<file path="src/cnia_pkg.sv">
`timescale 1ns / 1ps
// ----------------------------------------------------------------------------
// cnia_pkg: shared types and constants of the CAN node ID allocator
// Field widths, request frame codes, register indexes and the structs passed
// between the sequencer and the table scan unit.
// ----------------------------------------------------------------------------
package cnia_pkg;

  localparam int NODE_W  = 11;
  localparam int UUID_W  = 32;
  localparam int EID_W   = 18;
  localparam int DLC_W   = 4;
  localparam int RANGE_W = 22;
  localparam int LEVEL_W = 2;
  localparam int ENTRY_W = UUID_W + NODE_W;
  localparam int CFG_IDX_W = 2;

  localparam logic [DLC_W-1:0] DLC_INIT = 4'd4;
  localparam logic [EID_W-1:0] EID_EMERGENCY = 18'd1;
  localparam logic [EID_W-1:0] EID_HIGH      = 18'd2;
  localparam logic [EID_W-1:0] EID_NORMAL    = 18'd3;

  localparam logic [CFG_IDX_W-1:0] CFG_OWN_NODE_ID     = 2'd0;
  localparam logic [CFG_IDX_W-1:0] CFG_RANGE_EMERGENCY = 2'd1;
  localparam logic [CFG_IDX_W-1:0] CFG_RANGE_HIGH      = 2'd2;
  localparam logic [CFG_IDX_W-1:0] CFG_RANGE_NORMAL    = 2'd3;

  typedef logic [NODE_W-1:0] node_id_t;
  typedef logic [NODE_W:0]   node_next_t;
  typedef logic [UUID_W-1:0] uuid_t;

  typedef struct packed {
    logic init;
    logic step;
  } scan_ctl_t;

  typedef struct packed {
    logic       found;
    node_id_t   node;
    node_next_t next;
  } scan_res_t;

endpackage

</file>
<file path="src/can_node_id_allocator.sv">
`timescale 1ns / 1ps
// ----------------------------------------------------------------------------
// can_node_id_allocator: CAN node ID allocator, organizer side
// Watches received frames, answers INIT requests with ASSIGN results.
// ----------------------------------------------------------------------------
// Usage:
// The input channel carries one received frame per beat (in_valid/in_stall).
// A frame that is not an INIT request for this node is dropped at once and
// the block stays ready. A request walks the participant table in a RAM,
// one entry per cycle through a shared compare unit, and holds in_stall
// high until its result is loaded. It then emits one ASSIGN beat on the
// output channel (out_valid/out_stall), or none if the unique ID is not in
// the table and the table is full or the level range is exhausted. A result
// sits in an output register; a stalled one holds its payload, and the block
// can take the next frame meanwhile, but waits before its own result if the
// previous one is still not taken. Configuration is written through the
// always ready cfg_ port, by the user only while the block is idle (unchecked).
// Reset empties the table (the entry count goes to zero, no clearing pass)
// and clears all configuration registers to zero.
// ----------------------------------------------------------------------------
module can_node_id_allocator #(
  parameter int TABLE_DEPTH = 64
) (
  input  logic                                clk,
  input  logic                                rst_n,
  input  logic                                in_valid,
  output logic                                in_stall,
  input  logic [cnia_pkg::NODE_W-1:0]         in_rx_sid,
  input  logic                                in_rx_extended,
  input  logic [cnia_pkg::EID_W-1:0]          in_rx_eid,
  input  logic [cnia_pkg::DLC_W-1:0]          in_rx_dlc,
  input  logic [cnia_pkg::UUID_W-1:0]         in_rx_uuid,
  output logic                                out_valid,
  input  logic                                out_stall,
  output logic [cnia_pkg::NODE_W-1:0]         out_tx_sid,
  output logic [cnia_pkg::LEVEL_W-1:0]        out_tx_eid,
  output logic [cnia_pkg::UUID_W-1:0]         out_assigned_uuid,
  output logic [cnia_pkg::NODE_W-1:0]         out_assigned_node_id,
  input  logic                                cfg_valid,
  output logic                                cfg_ready,
  input  logic [cnia_pkg::CFG_IDX_W-1:0]      cfg_index,
  input  logic [cnia_pkg::RANGE_W-1:0]        cfg_data
);

  localparam int AW = (TABLE_DEPTH > 1) ? $clog2(TABLE_DEPTH) : 1;
  localparam int CW = $clog2(TABLE_DEPTH + 1);

  localparam logic [1:0] ST_IDLE   = 2'd0;
  localparam logic [1:0] ST_SCAN   = 2'd1;
  localparam logic [1:0] ST_DECIDE = 2'd2;

  logic [1:0] state_r, state_nxt;

  cnia_pkg::node_id_t                own_id_r;
  logic [cnia_pkg::RANGE_W-1:0]      range_em_r, range_hi_r, range_no_r;

  logic [CW-1:0] count_r, count_nxt;
  logic [CW-1:0] idx_r, idx_nxt;
  logic          rd_vld_r, rd_vld_nxt;

  cnia_pkg::uuid_t                   key_r;
  logic [cnia_pkg::LEVEL_W-1:0]      eid_r;
  cnia_pkg::node_id_t                lo_r, hi_r;
  logic [cnia_pkg::RANGE_W-1:0]      sel_range;

  logic                              out_valid_r, out_valid_nxt;
  cnia_pkg::node_id_t                out_sid_r;
  logic [cnia_pkg::LEVEL_W-1:0]      out_eid_r;
  cnia_pkg::uuid_t                   out_uuid_r;
  cnia_pkg::node_id_t                out_node_r;

  logic                              in_acc, is_req, load, wr_en;
  cnia_pkg::node_id_t                load_node;
  cnia_pkg::scan_ctl_t               scan_ctl;
  cnia_pkg::scan_res_t               scan_res;
  logic [cnia_pkg::ENTRY_W-1:0]      rd_data;

  assign in_stall  = (state_r != ST_IDLE);
  assign in_acc    = in_valid && !in_stall;
  assign cfg_ready = 1'b1;

  assign is_req = in_rx_extended && (in_rx_sid == own_id_r) &&
                  (in_rx_eid >= cnia_pkg::EID_EMERGENCY) &&
                  (in_rx_eid <= cnia_pkg::EID_NORMAL) &&
                  (in_rx_dlc == cnia_pkg::DLC_INIT);

  always_comb begin
    case (in_rx_eid)
      cnia_pkg::EID_EMERGENCY: sel_range = range_em_r;
      cnia_pkg::EID_HIGH:      sel_range = range_hi_r;
      default:                 sel_range = range_no_r;
    endcase
  end

  always_ff @(posedge clk) begin
    if (!rst_n) begin
      own_id_r   <= '0;
      range_em_r <= '0;
      range_hi_r <= '0;
      range_no_r <= '0;
    end else if (cfg_valid && cfg_ready) begin
      unique case (cfg_index)
        cnia_pkg::CFG_OWN_NODE_ID:     own_id_r   <= cfg_data[cnia_pkg::NODE_W-1:0];
        cnia_pkg::CFG_RANGE_EMERGENCY: range_em_r <= cfg_data;
        cnia_pkg::CFG_RANGE_HIGH:      range_hi_r <= cfg_data;
        cnia_pkg::CFG_RANGE_NORMAL:    range_no_r <= cfg_data;
        default:                       ;
      endcase
    end
  end

  always_comb begin
    state_nxt  = state_r;
    idx_nxt    = idx_r;
    rd_vld_nxt = 1'b0;
    count_nxt  = count_r;
    scan_ctl   = '0;
    load       = 1'b0;
    load_node  = scan_res.node;
    wr_en      = 1'b0;
    unique case (state_r)
      ST_IDLE: begin
        if (in_acc && is_req) begin
          state_nxt = ST_SCAN;
          idx_nxt   = '0;
        end
      end
      ST_SCAN: begin
        scan_ctl.init = (idx_r == '0) && !rd_vld_r;
        scan_ctl.step = rd_vld_r;
        if (idx_r < count_r) begin
          idx_nxt    = idx_r + CW'(1);
          rd_vld_nxt = 1'b1;
        end else if (!rd_vld_r) begin
          state_nxt = ST_DECIDE;
        end
      end
      ST_DECIDE: begin
        if (!out_valid_r || !out_stall) begin
          state_nxt = ST_IDLE;
          if (scan_res.found) begin
            load = 1'b1;
          end else if (count_r != CW'(TABLE_DEPTH) &&
                       scan_res.next <= {1'b0, hi_r}) begin
            load      = 1'b1;
            load_node = scan_res.next[cnia_pkg::NODE_W-1:0];
            wr_en     = 1'b1;
            count_nxt = count_r + CW'(1);
          end
        end
      end
      default: state_nxt = ST_IDLE;
    endcase
  end

  assign out_valid_nxt = (out_valid_r && out_stall) || load;

  always_ff @(posedge clk) begin
    if (!rst_n) begin
      state_r     <= ST_IDLE;
      count_r     <= '0;
      rd_vld_r    <= 1'b0;
      out_valid_r <= 1'b0;
    end else begin
      state_r     <= state_nxt;
      count_r     <= count_nxt;
      rd_vld_r    <= rd_vld_nxt;
      out_valid_r <= out_valid_nxt;
    end
    idx_r <= idx_nxt;
    if (in_acc && is_req) begin
      key_r <= in_rx_uuid;
      eid_r <= in_rx_eid[cnia_pkg::LEVEL_W-1:0];
      lo_r  <= sel_range[cnia_pkg::RANGE_W-1:cnia_pkg::NODE_W];
      hi_r  <= sel_range[cnia_pkg::NODE_W-1:0];
    end
    if (load) begin
      out_sid_r  <= own_id_r;
      out_eid_r  <= eid_r;
      out_uuid_r <= key_r;
      out_node_r <= load_node;
    end
  end

  cnia_ram #(
    .WIDTH (cnia_pkg::ENTRY_W),
    .DEPTH (TABLE_DEPTH)
  ) u_table (
    .clk   (clk),
    .we    (wr_en),
    .waddr (count_r[AW-1:0]),
    .wdata ({key_r, scan_res.next[cnia_pkg::NODE_W-1:0]}),
    .raddr (idx_r[AW-1:0]),
    .rdata (rd_data)
  );

  cnia_scan u_scan (
    .clk      (clk),
    .rst_n    (rst_n),
    .ctl      (scan_ctl),
    .key_uuid (key_r),
    .lo       (lo_r),
    .hi       (hi_r),
    .ent_uuid (rd_data[cnia_pkg::ENTRY_W-1:cnia_pkg::NODE_W]),
    .ent_node (rd_data[cnia_pkg::NODE_W-1:0]),
    .res      (scan_res)
  );

  assign out_valid            = out_valid_r;
  assign out_tx_sid           = out_sid_r;
  assign out_tx_eid           = out_eid_r;
  assign out_assigned_uuid    = out_uuid_r;
  assign out_assigned_node_id = out_node_r;

endmodule

</file>
<file path="src/cnia_ram.sv">
`timescale 1ns / 1ps
// ----------------------------------------------------------------------------
// cnia_ram: generic single-write, single-read RAM
// One write port and one read port with registered read data.
// ----------------------------------------------------------------------------
module cnia_ram #(
  parameter int WIDTH = 8,
  parameter int DEPTH = 16
) (
  input  logic                                    clk,
  input  logic                                    we,
  input  logic [(DEPTH > 1 ? $clog2(DEPTH) : 1)-1:0] waddr,
  input  logic [WIDTH-1:0]                        wdata,
  input  logic [(DEPTH > 1 ? $clog2(DEPTH) : 1)-1:0] raddr,
  output logic [WIDTH-1:0]                        rdata
);

  logic [WIDTH-1:0] mem [DEPTH];
  logic [WIDTH-1:0] rdata_r;

  always_ff @(posedge clk) begin
    if (we) begin
      mem[waddr] <= wdata;
    end
    rdata_r <= mem[raddr];
  end

  assign rdata = rdata_r;

endmodule

</file>
<file path="src/cnia_scan.sv">
`timescale 1ns / 1ps
// ----------------------------------------------------------------------------
// cnia_scan: table scan unit
// Compares one table entry per step against the requested unique ID and
// tracks the largest in-range node ID plus one (at least the low bound) for the requested level.
// ----------------------------------------------------------------------------
module cnia_scan (
  input  logic                clk,
  input  logic                rst_n,
  input  cnia_pkg::scan_ctl_t ctl,
  input  cnia_pkg::uuid_t     key_uuid,
  input  cnia_pkg::node_id_t  lo,
  input  cnia_pkg::node_id_t  hi,
  input  cnia_pkg::uuid_t     ent_uuid,
  input  cnia_pkg::node_id_t  ent_node,
  output cnia_pkg::scan_res_t res
);

  logic                 found_r, found_nxt;
  cnia_pkg::node_id_t   node_r, node_nxt;
  cnia_pkg::node_next_t next_r, next_nxt;
  cnia_pkg::node_next_t ent_plus;
  logic                 in_range;

  assign ent_plus = {1'b0, ent_node} + cnia_pkg::node_next_t'(1);
  assign in_range = (ent_node >= lo) && (ent_node <= hi);

  always_comb begin
    found_nxt = found_r;
    node_nxt  = node_r;
    next_nxt  = next_r;
    if (ctl.init) begin
      found_nxt = 1'b0;
      next_nxt  = {1'b0, lo};
    end else if (ctl.step) begin
      if (!found_r && ent_uuid == key_uuid) begin
        found_nxt = 1'b1;
        node_nxt  = ent_node;
      end
      if (in_range && ent_plus > next_r) begin
        next_nxt = ent_plus;
      end
    end
  end

  always_ff @(posedge clk) begin
    if (!rst_n) begin
      found_r <= 1'b0;
    end else begin
      found_r <= found_nxt;
    end
    node_r <= node_nxt;
    next_r <= next_nxt;
  end

  assign res.found = found_r;
  assign res.node  = node_r;
  assign res.next  = next_r;

endmodule
</file>
<file path="config.mk">
export PLATFORM = sky130hd
export DESIGN_NAME = can_node_id_allocator
export DESIGN_NICKNAME = d
export VERILOG_FILES = /design/src/cnia_pkg.sv /design/src/can_node_id_allocator.sv /design/src/cnia_ram.sv /design/src/cnia_scan.sv
export SDC_FILE = /design/constraint.sdc
export NUM_CORES = 2
export LEC_CHECK = 0
export BUFFER_PORTS_ARGS = -buffer_cell sky130_fd_sc_hd__buf_2
export CAP_MARGIN = 5
export CELL_PAD_IN_SITES_DETAIL_PLACEMENT = 0
export CELL_PAD_IN_SITES_GLOBAL_PLACEMENT = 1
export CORE_UTILIZATION = 45
export CTS_BUF_LIST = sky130_fd_sc_hd__clkbuf_8 sky130_fd_sc_hd__clkbuf_16
export CTS_CLUSTER_SIZE = 30
export DETAILED_ROUTE_END_ITERATION = 7
export GPL_ROUTABILITY_DRIVEN = 0
export PLACE_DENSITY = 0.71
export SYNTH_ARGS = -nofsm -noshare
export SYNTH_HDL_FRONTEND = slang
export SYNTH_SLANG_ARGS = --single-unit
</file>
<file path="constraint.sdc">
create_clock -name clk -period 13.8 [get_ports clk]
set_clock_uncertainty 0.15 [all_clocks]
set_input_delay 1.38 -clock clk [delete_from_list [all_inputs] [get_ports clk]]
set_output_delay 1.38 -clock clk [all_outputs]
set_load 0.05 [all_outputs]
</file>
# == Word-level counts from Yosys, hierarchy flattened ==
# Memory sizes are Yosys's and may differ from the RTL's. A register that Yosys moved wholly into a read port is not among the register bits.
# Index checks and enable logic that the tools add are counted.
# Widths: inputs -> output; s select.
# totals
regBits,231
mem_bits_rw,2752
output_inout_bits,59
mem_count,1
# mem_list
memory,words,width,rd,rd_ports_with_merged_regs,wr,line,rtl
u_table.mem,64,43,1,1,1,cnia_ram.sv:18,logic [WIDTH-1:0] mem [DEPTH];
# classes
n_addsub,3
magnitude_cmp,7
n_eq_ne,16
n_mux,27
n_bitwise,3
reduce_logical,39
# op_table
cell,count
$mux 11,7
$pmux 22 s2,1
$eq 32x32->1,1
$eq 18x1->1 const B,1
$eq 18x2->1 const B,1
$ge 18x1->1 const B,1
$le 18x2->1 const B,1
$reduce_and 2->1,8
$add 7x1->7 const B,2
$mux 7,2
$pmux 7 s2,1
$add 11x1->12 const B,1
$gt 12x12->1,1
$le 12x11->1,1
$logic_and 1x1->1,12
$eq 11x11->1,1
$ge 11x11->1,1
$le 11x11->1,1
$mux 1,10
$mux 2,5
$ne 2x2->1 const B,5
$reduce_and 4->1,2
$reduce_bool 2->1,4
$logic_not 7->1,1
other kinds (12),24

# == Logic depth before layout (Yosys ltp) ==
# logic_depth
ltp_word,8
ltp_mapped,12
mapped_depth_nobuf,12

# == Modules after synthesis ==
# From an unflattened synthesis, not the netlist that was laid out.
# unflattened
hier_cells,5400
hier_area_um2,115675.9
# by_module_without_submodules
module,instances,cells_each,area_per_inst_um2,seq_area_each_um2
cnia_ram,1,4444,105393.6,83500.1
can_node_id_allocator,1,716,8065.2,5335.1
cnia_scan,1,240,2217.1,700.7

# == Worst setup path after synthesis ==
# Ideal clock, no wire load.
# synth_timing
kind,input -> register
from,input port in_rx_eid[11] (netlist bit)
to,"register idx_r[0], enable pin"
setup_ns,0.340
arrival_time_ns,8.275
required_ns,13.310
slack_ns,5.035
stages,6
n_path_buf,0
path_cell_list,nor4_1 -> nand4_1 -> or3_1 -> nor4_1 -> nor2_1 -> inv_1
# synth_between
elab_chain_len,7
elab_cells_between_ends,8
# synth_lines
element,line,rtl
start: declaration,can_node_id_allocator.sv:30,"input logic [cnia_pkg::EID_W-1:0] in_rx_eid,"
$ge 18x1->1,can_node_id_allocator.sv:83,(in_rx_eid >= cnia_pkg::EID_EMERGENCY) &&
$logic_and 1x1->1,can_node_id_allocator.sv:82,assign is_req = in_rx_extended && (in_rx_sid == own_id_r) &&
$logic_and 1x1->1 (*),can_node_id_allocator.sv:83,
$logic_and 1x1->1 (*),can_node_id_allocator.sv:84,(in_rx_eid <= cnia_pkg::EID_NORMAL) &&
$logic_and 1x1->1 (*),can_node_id_allocator.sv:123,if (in_acc && is_req) begin
$ne 2x2->1 (no line) (*),-,
$reduce_and 3->1 (no line) (*),-,
end signal: assignment,can_node_id_allocator.sv:170,idx_r <= idx_nxt;
end: declaration,can_node_id_allocator.sv:58,"logic [CW-1:0] idx_r, idx_nxt;"
# Every way passes the cells marked *; elsewhere a longest branch is shown, timed or not.
# A chain may end at the register's enable or synchronous reset.

# == Final worst setup path ==
# layout_timing
from,register u_scan.next_r[8]
to,"memory u_table.mem[33][37] (netlist bit), enable pin"
# layout_between
elab_chain_len,8
# layout_lines
element,line,rtl
start: declaration,cnia_scan.sv:21,"cnia_pkg::node_next_t next_r, next_nxt;"
start signal: assignment,cnia_scan.sv:53,next_r <= next_nxt;
$le 12x11->1,can_node_id_allocator.sv:144,"scan_res.next <= {1'b0, hi_r}) begin"
$logic_and 1x1->1,can_node_id_allocator.sv:143,end else if (count_r != CW'(TABLE_DEPTH) &&
$mux 1,can_node_id_allocator.sv:143,
$mux 1,can_node_id_allocator.sv:141,if (scan_res.found) begin
$mux 1,can_node_id_allocator.sv:139,if (!out_valid_r || !out_stall) begin
$mux 1,can_node_id_allocator.sv:121,unique case (state_r)
$mux 1,cnia_ram.sv:22,if (we) begin
$mux 1 (implied by the code),cnia_ram.sv:23,mem[waddr] <= wdata;
end: declaration,cnia_ram.sv:18,
# Every way passes these cells.

==> impl.org <==
** Outcome
- Run status :: completed

** Logic synthesis
- The number of nets in the synthesized netlist is 5603.
- Summing the areas of all compound-gate instances in the mapped netlist gives 2.60% of the synthesized area.
- Summing every instance area after synthesis gives 116000 µm².
- After Yosys synthesis, XOR and XNOR cells account for 0.415% of the synthesized area.
- In this run, synthesis produced a sequential element count of 3026.
- Main area contributors after synthesis :: sky130_fd_sc_hd__edfxtp_1, sky130_fd_sc_hd__mux4_2, sky130_fd_sc_hd__dfxtp_1
- For this run, the register share of the synthesized area comes to 77.1%.
- Area fraction of the dominant cell type after synthesis :: 74.8%
- Cells after synthesis :: 5452
- Proportion of synthesized area in mux cells :: 15.7%
- Syn_area_per_cell :: 21.3 µm²
- Async set-or-reset flop fraction in the synthesized netlist :: 0%
- Counting instances in the post-synthesis netlist gives the leading cell types as sky130_fd_sc_hd__edfxtp_1, sky130_fd_sc_hd__mux4_2, sky130_fd_sc_hd__nand2_1.
- After Yosys synthesis, and, or, nand and nor cells account for 2.30% of the synthesized area.
- Warnings, synthesis :: 0
- Among all cell types in the netlist, the one instantiated most often is sky130_fd_sc_hd__edfxtp_1.
- Largest area contributor in the netlist :: sky130_fd_sc_hd__edfxtp_1
- Count of different cell masters after synthesis :: 61
- Commonest register cell after synthesis :: sky130_fd_sc_hd__edfxtp_1
- Adder-Cell Fraction of Synth Area :: 0.603%
- Number of flops mapped to enable cells by yosys :: 2893
- After synthesis, the largest family of logic cells by area is multiplexers.

** Clock tree
- Library cell used as clock root buffer :: sky130_fd_sc_hd__clkbuf_16
- Buffers inserted during clock tree synthesis total 324.
- Sink Count :: 3026
- In this run, post-CTS hold repair placed 0 buffers.
- Clock Tree Buf Depth :: 4
- The later pin in the worst-skew pair is clocked with a latency of 0.96 ns.
- After clock tree synthesis, the clock-pin slew on the worst setup and hold paths is 0.07 ns.
- Number of resized instances in the post-cts repair step :: 0
- Buffers added to address setup during post-CTS repair amount to 0.
- TritonCTS clock tree :: yes
- The H-tree was split into 5 levels.

** GRT
- Global-route total usage across every layer :: 24.3%
- The via count of the first global-routing pass is 57159.
- Grt ovf :: 0
- The first global-routing pass estimated 440 mm of wire.
- The initial antenna violation count came to 29.
- Largest net degree at the start of global routing :: 124

** Detailed routing
- After the first detailed-routing iteration, the DRC count stood at 7763.
- Residual antenna-violating net count after detailed routing :: 0
- Routed wire length :: 315 mm
- After detailed routing, the average wire length per cell comes to 33.3 µm.
- For this run, the detailed router's first-pass iteration total came to 6.
- Dividing the detail-routed via count by the number of cells gives 6.14.
- Via count :: 58163
- DRC violations left :: 0

** Timing
- Measured against its own limit, the worst slew margin works out to 8.06%.
- The final number of hold-violating endpoints is 0.
- Final setup viols :: 0
- Worst hold-check slack :: 0.281 ns
- Adding up every negative setup slack in the final design gives 0 ns.
- Final Cycle Share :: 41.0%
- Number of pins with negative max-slew slack in the final report :: 0
- Slew of the pin with the lowest slew margin :: 1.38 ns
- Unrepaired setup endpoints after global routing :: false
- After layout, the worst setup slack is 8.14 ns.
- Maximum clock frequency :: 177 MHz
- Final Critical Period :: 5.66 ns

** Setup path
- Type of destination of the critical path :: register
- At the worst endpoint, the required time is 14.17 ns.
- Cell family with the largest share of critical-path delay :: buffers and inverters
- Startpoint class of the critical path :: register
- The largest single stage delay on the critical path is 0.81 ns.
- The worst setup path is of the register to register kind.
- Crit path top cell by count :: sky130_fd_sc_hd__buf_4
- CP Cell Sequence :: buf_4 -> ha_1 -> and3_1 -> a22oi_1 -> o211ai_1 -> o22ai_2 -> nand4_1 -> buf_4 -> nor2_4 -> buf_4
- Worst path bufs/invs :: 3
- Of all nets on the critical path, the largest fanout is 67.
- For this design, the slowest cell found on the critical path is sky130_fd_sc_hd__o22ai_2.
- STA puts the critical path data arrival time at 6.03 ns.

** Floorplan
- From left edge to right edge, the die measures 510 µm.
- Row generation in the floorplan step produced 186 rows.
- Placeable Area :: 257000 µm²
- Die span in y :: 510 µm
- The initial utilization of the core area, before any placement, comes to 45.3%.
- The die covers 260000 µm².
- During I/O placement, the number of pins put on the boundary was 154.

** Place
- At the placement stage, the worst setup path has a slack of 8.29 ns.
- In this run the tool buffered the top-level ports with 152 buffer cells.
- Final HPWL from detailed placement :: 180 mm

** Power and ir drop
- Summed over all cells, the static leakage comes to 41.5 nW.
- Dividing total power by cell area gives a power density of 139 nW/µm².
- Peak supply drop :: 0.106 mV

** Final layout
- Layout cells sized above 1 :: 27.7%
- Layout overhead on the synthesized area :: 13.8%
- At the end of the flow, the number of nets in the layout was 6000.

** Job
- Max-cap violations in this run came to 0.

** Min path
- Type of the tightest min-delay check :: register to register
## per-layer routing
metal / share of wire, % / vias up / track usage, % / wire (µm)
met5: 0.018 / - / 0 / 58
met4: 3.1 / 10 / 7.48 / 9650
met3: 10 / 440 / 5.53 / 31800
met1: 41 / 31286 / 35.3 / 128000
met2: 46 / 3009 / 36.7 / 146000
li1: - / 23418 / - / -
## stage by stage
step | total power, W | util, % | std cells | cell area, µm²
global route | 0.0188 | 51.5 | 9463 | 132000
detailed placement | 0.0102 | 47.5 | 8907 | 122000
floorplan | 0.0101 | - | 5452 | 116000
global placement | 0.0102 | 47.5 | 8907 | 122000
CTS | 0.0185 | 51.5 | 9462 | 132000
finish | 0.0183 | 51.5 | 9473 | 132000
## cell type report
| cell class | count | area, µm² |
|---|---|---|
| multi-input combinational | 2090 | 25700 |
| timing repair buffer | 360 | 2410 |
| fill | 19926 | 124000 |
| clock inverter | 214 | 1760 |
| sequential | 3026 | 89500 |
| tap | 3384 | 4230 |
| antenna | 11 | 27.5 |
| clock buffer | 341 | 8400 |
| inverter | 47 | 181 |
## kinds of logic after synthesis
kind of cell / after synthesis
AND/OR/NAND/NOR: 600
adder cells (fa/ha/maj): 56
AO/OA/AOI/OAI: 481
multiplexers: 897
buffers and inverters: 336
other: 1
XOR/XNOR: 55
flip-flops: 3026
## flip-flops by register name, summed over array words and instances, names as in the netlist, 7 cells and up
| name | count |
|---|---|
| u_table.mem | 2752 |
| u_scan.next_r | 12 |
| u_scan.node_r | 11 |
| out_assigned_node_id | 11 |
| idx_r | 7 |
| out_tx_sid | 11 |
| key_r | 32 |
| range_no_r | 22 |
| range_hi_r | 22 |
| u_table.rdata | 43 |
| lo_r | 11 |
| hi_r | 11 |
| own_id_r | 11 |
| out_assigned_uuid | 32 |
| count_r | 7 |
| range_em_r | 22 |
## where the power goes
group          internal (W)  switching, W
combinational     0.0000186     0.0000289
clock               0.00490       0.00349
sequential          0.00991    0.00000431
## final timing paths
kind                         start             endpoint  cells after the start  slack (ns)
setup reg to reg  u_scan.next_r[8]  u_table.mem[33][37]                     10        8.14
hold / removal            eid_r[0]        out_tx_eid[0]                      0        0.28
setup / recovery  u_scan.next_r[8]  u_table.mem[33][37]                     10        8.14
hold reg to reg           eid_r[0]        out_tx_eid[0]                      0        0.28
## placed cells by master, fill, tap and decap left out, drive strengths merged, types with 8 or more instances in the layout
cell | netlist | final
a211oi | 83 | 83
a21oi | 256 | 256
a22oi | 69 | 69
and2 | 77 | 77
buf | 138 | 360
bufinv | 0 | 28
clkbuf | 151 | 341
clkinv | 1 | 109
dfxtp | 133 | 133
diode | 0 | 11
edfxtp | 2893 | 2893
ha | 56 | 56
inv | 46 | 119
mux2 | 70 | 70
mux2i | 92 | 92
mux4 | 735 | 735
nand2 | 327 | 327
nand3 | 24 | 24
nand4 | 22 | 22
nor2 | 98 | 98
nor4 | 11 | 11
o21ai | 8 | 8
o221ai | 26 | 26
xnor2 | 26 | 26
xor2 | 29 | 29
## worst reg2reg max path, stage by stage (launching register included)
cell and delay, ns:
sky130_fd_sc_hd__edfxtp_1 0.32, sky130_fd_sc_hd__buf_4 0.57, sky130_fd_sc_hd__ha_1 0.38, sky130_fd_sc_hd__and3_1 0.20, sky130_fd_sc_hd__a22oi_1 0.21, sky130_fd_sc_hd__o211ai_1 0.14
sky130_fd_sc_hd__o22ai_2 0.81, sky130_fd_sc_hd__nand4_1 0.82, sky130_fd_sc_hd__buf_4 0.44, sky130_fd_sc_hd__nor2_4 0.55, sky130_fd_sc_hd__buf_4 0.62
Note: power is estimated with default switching activity, not from simulation.
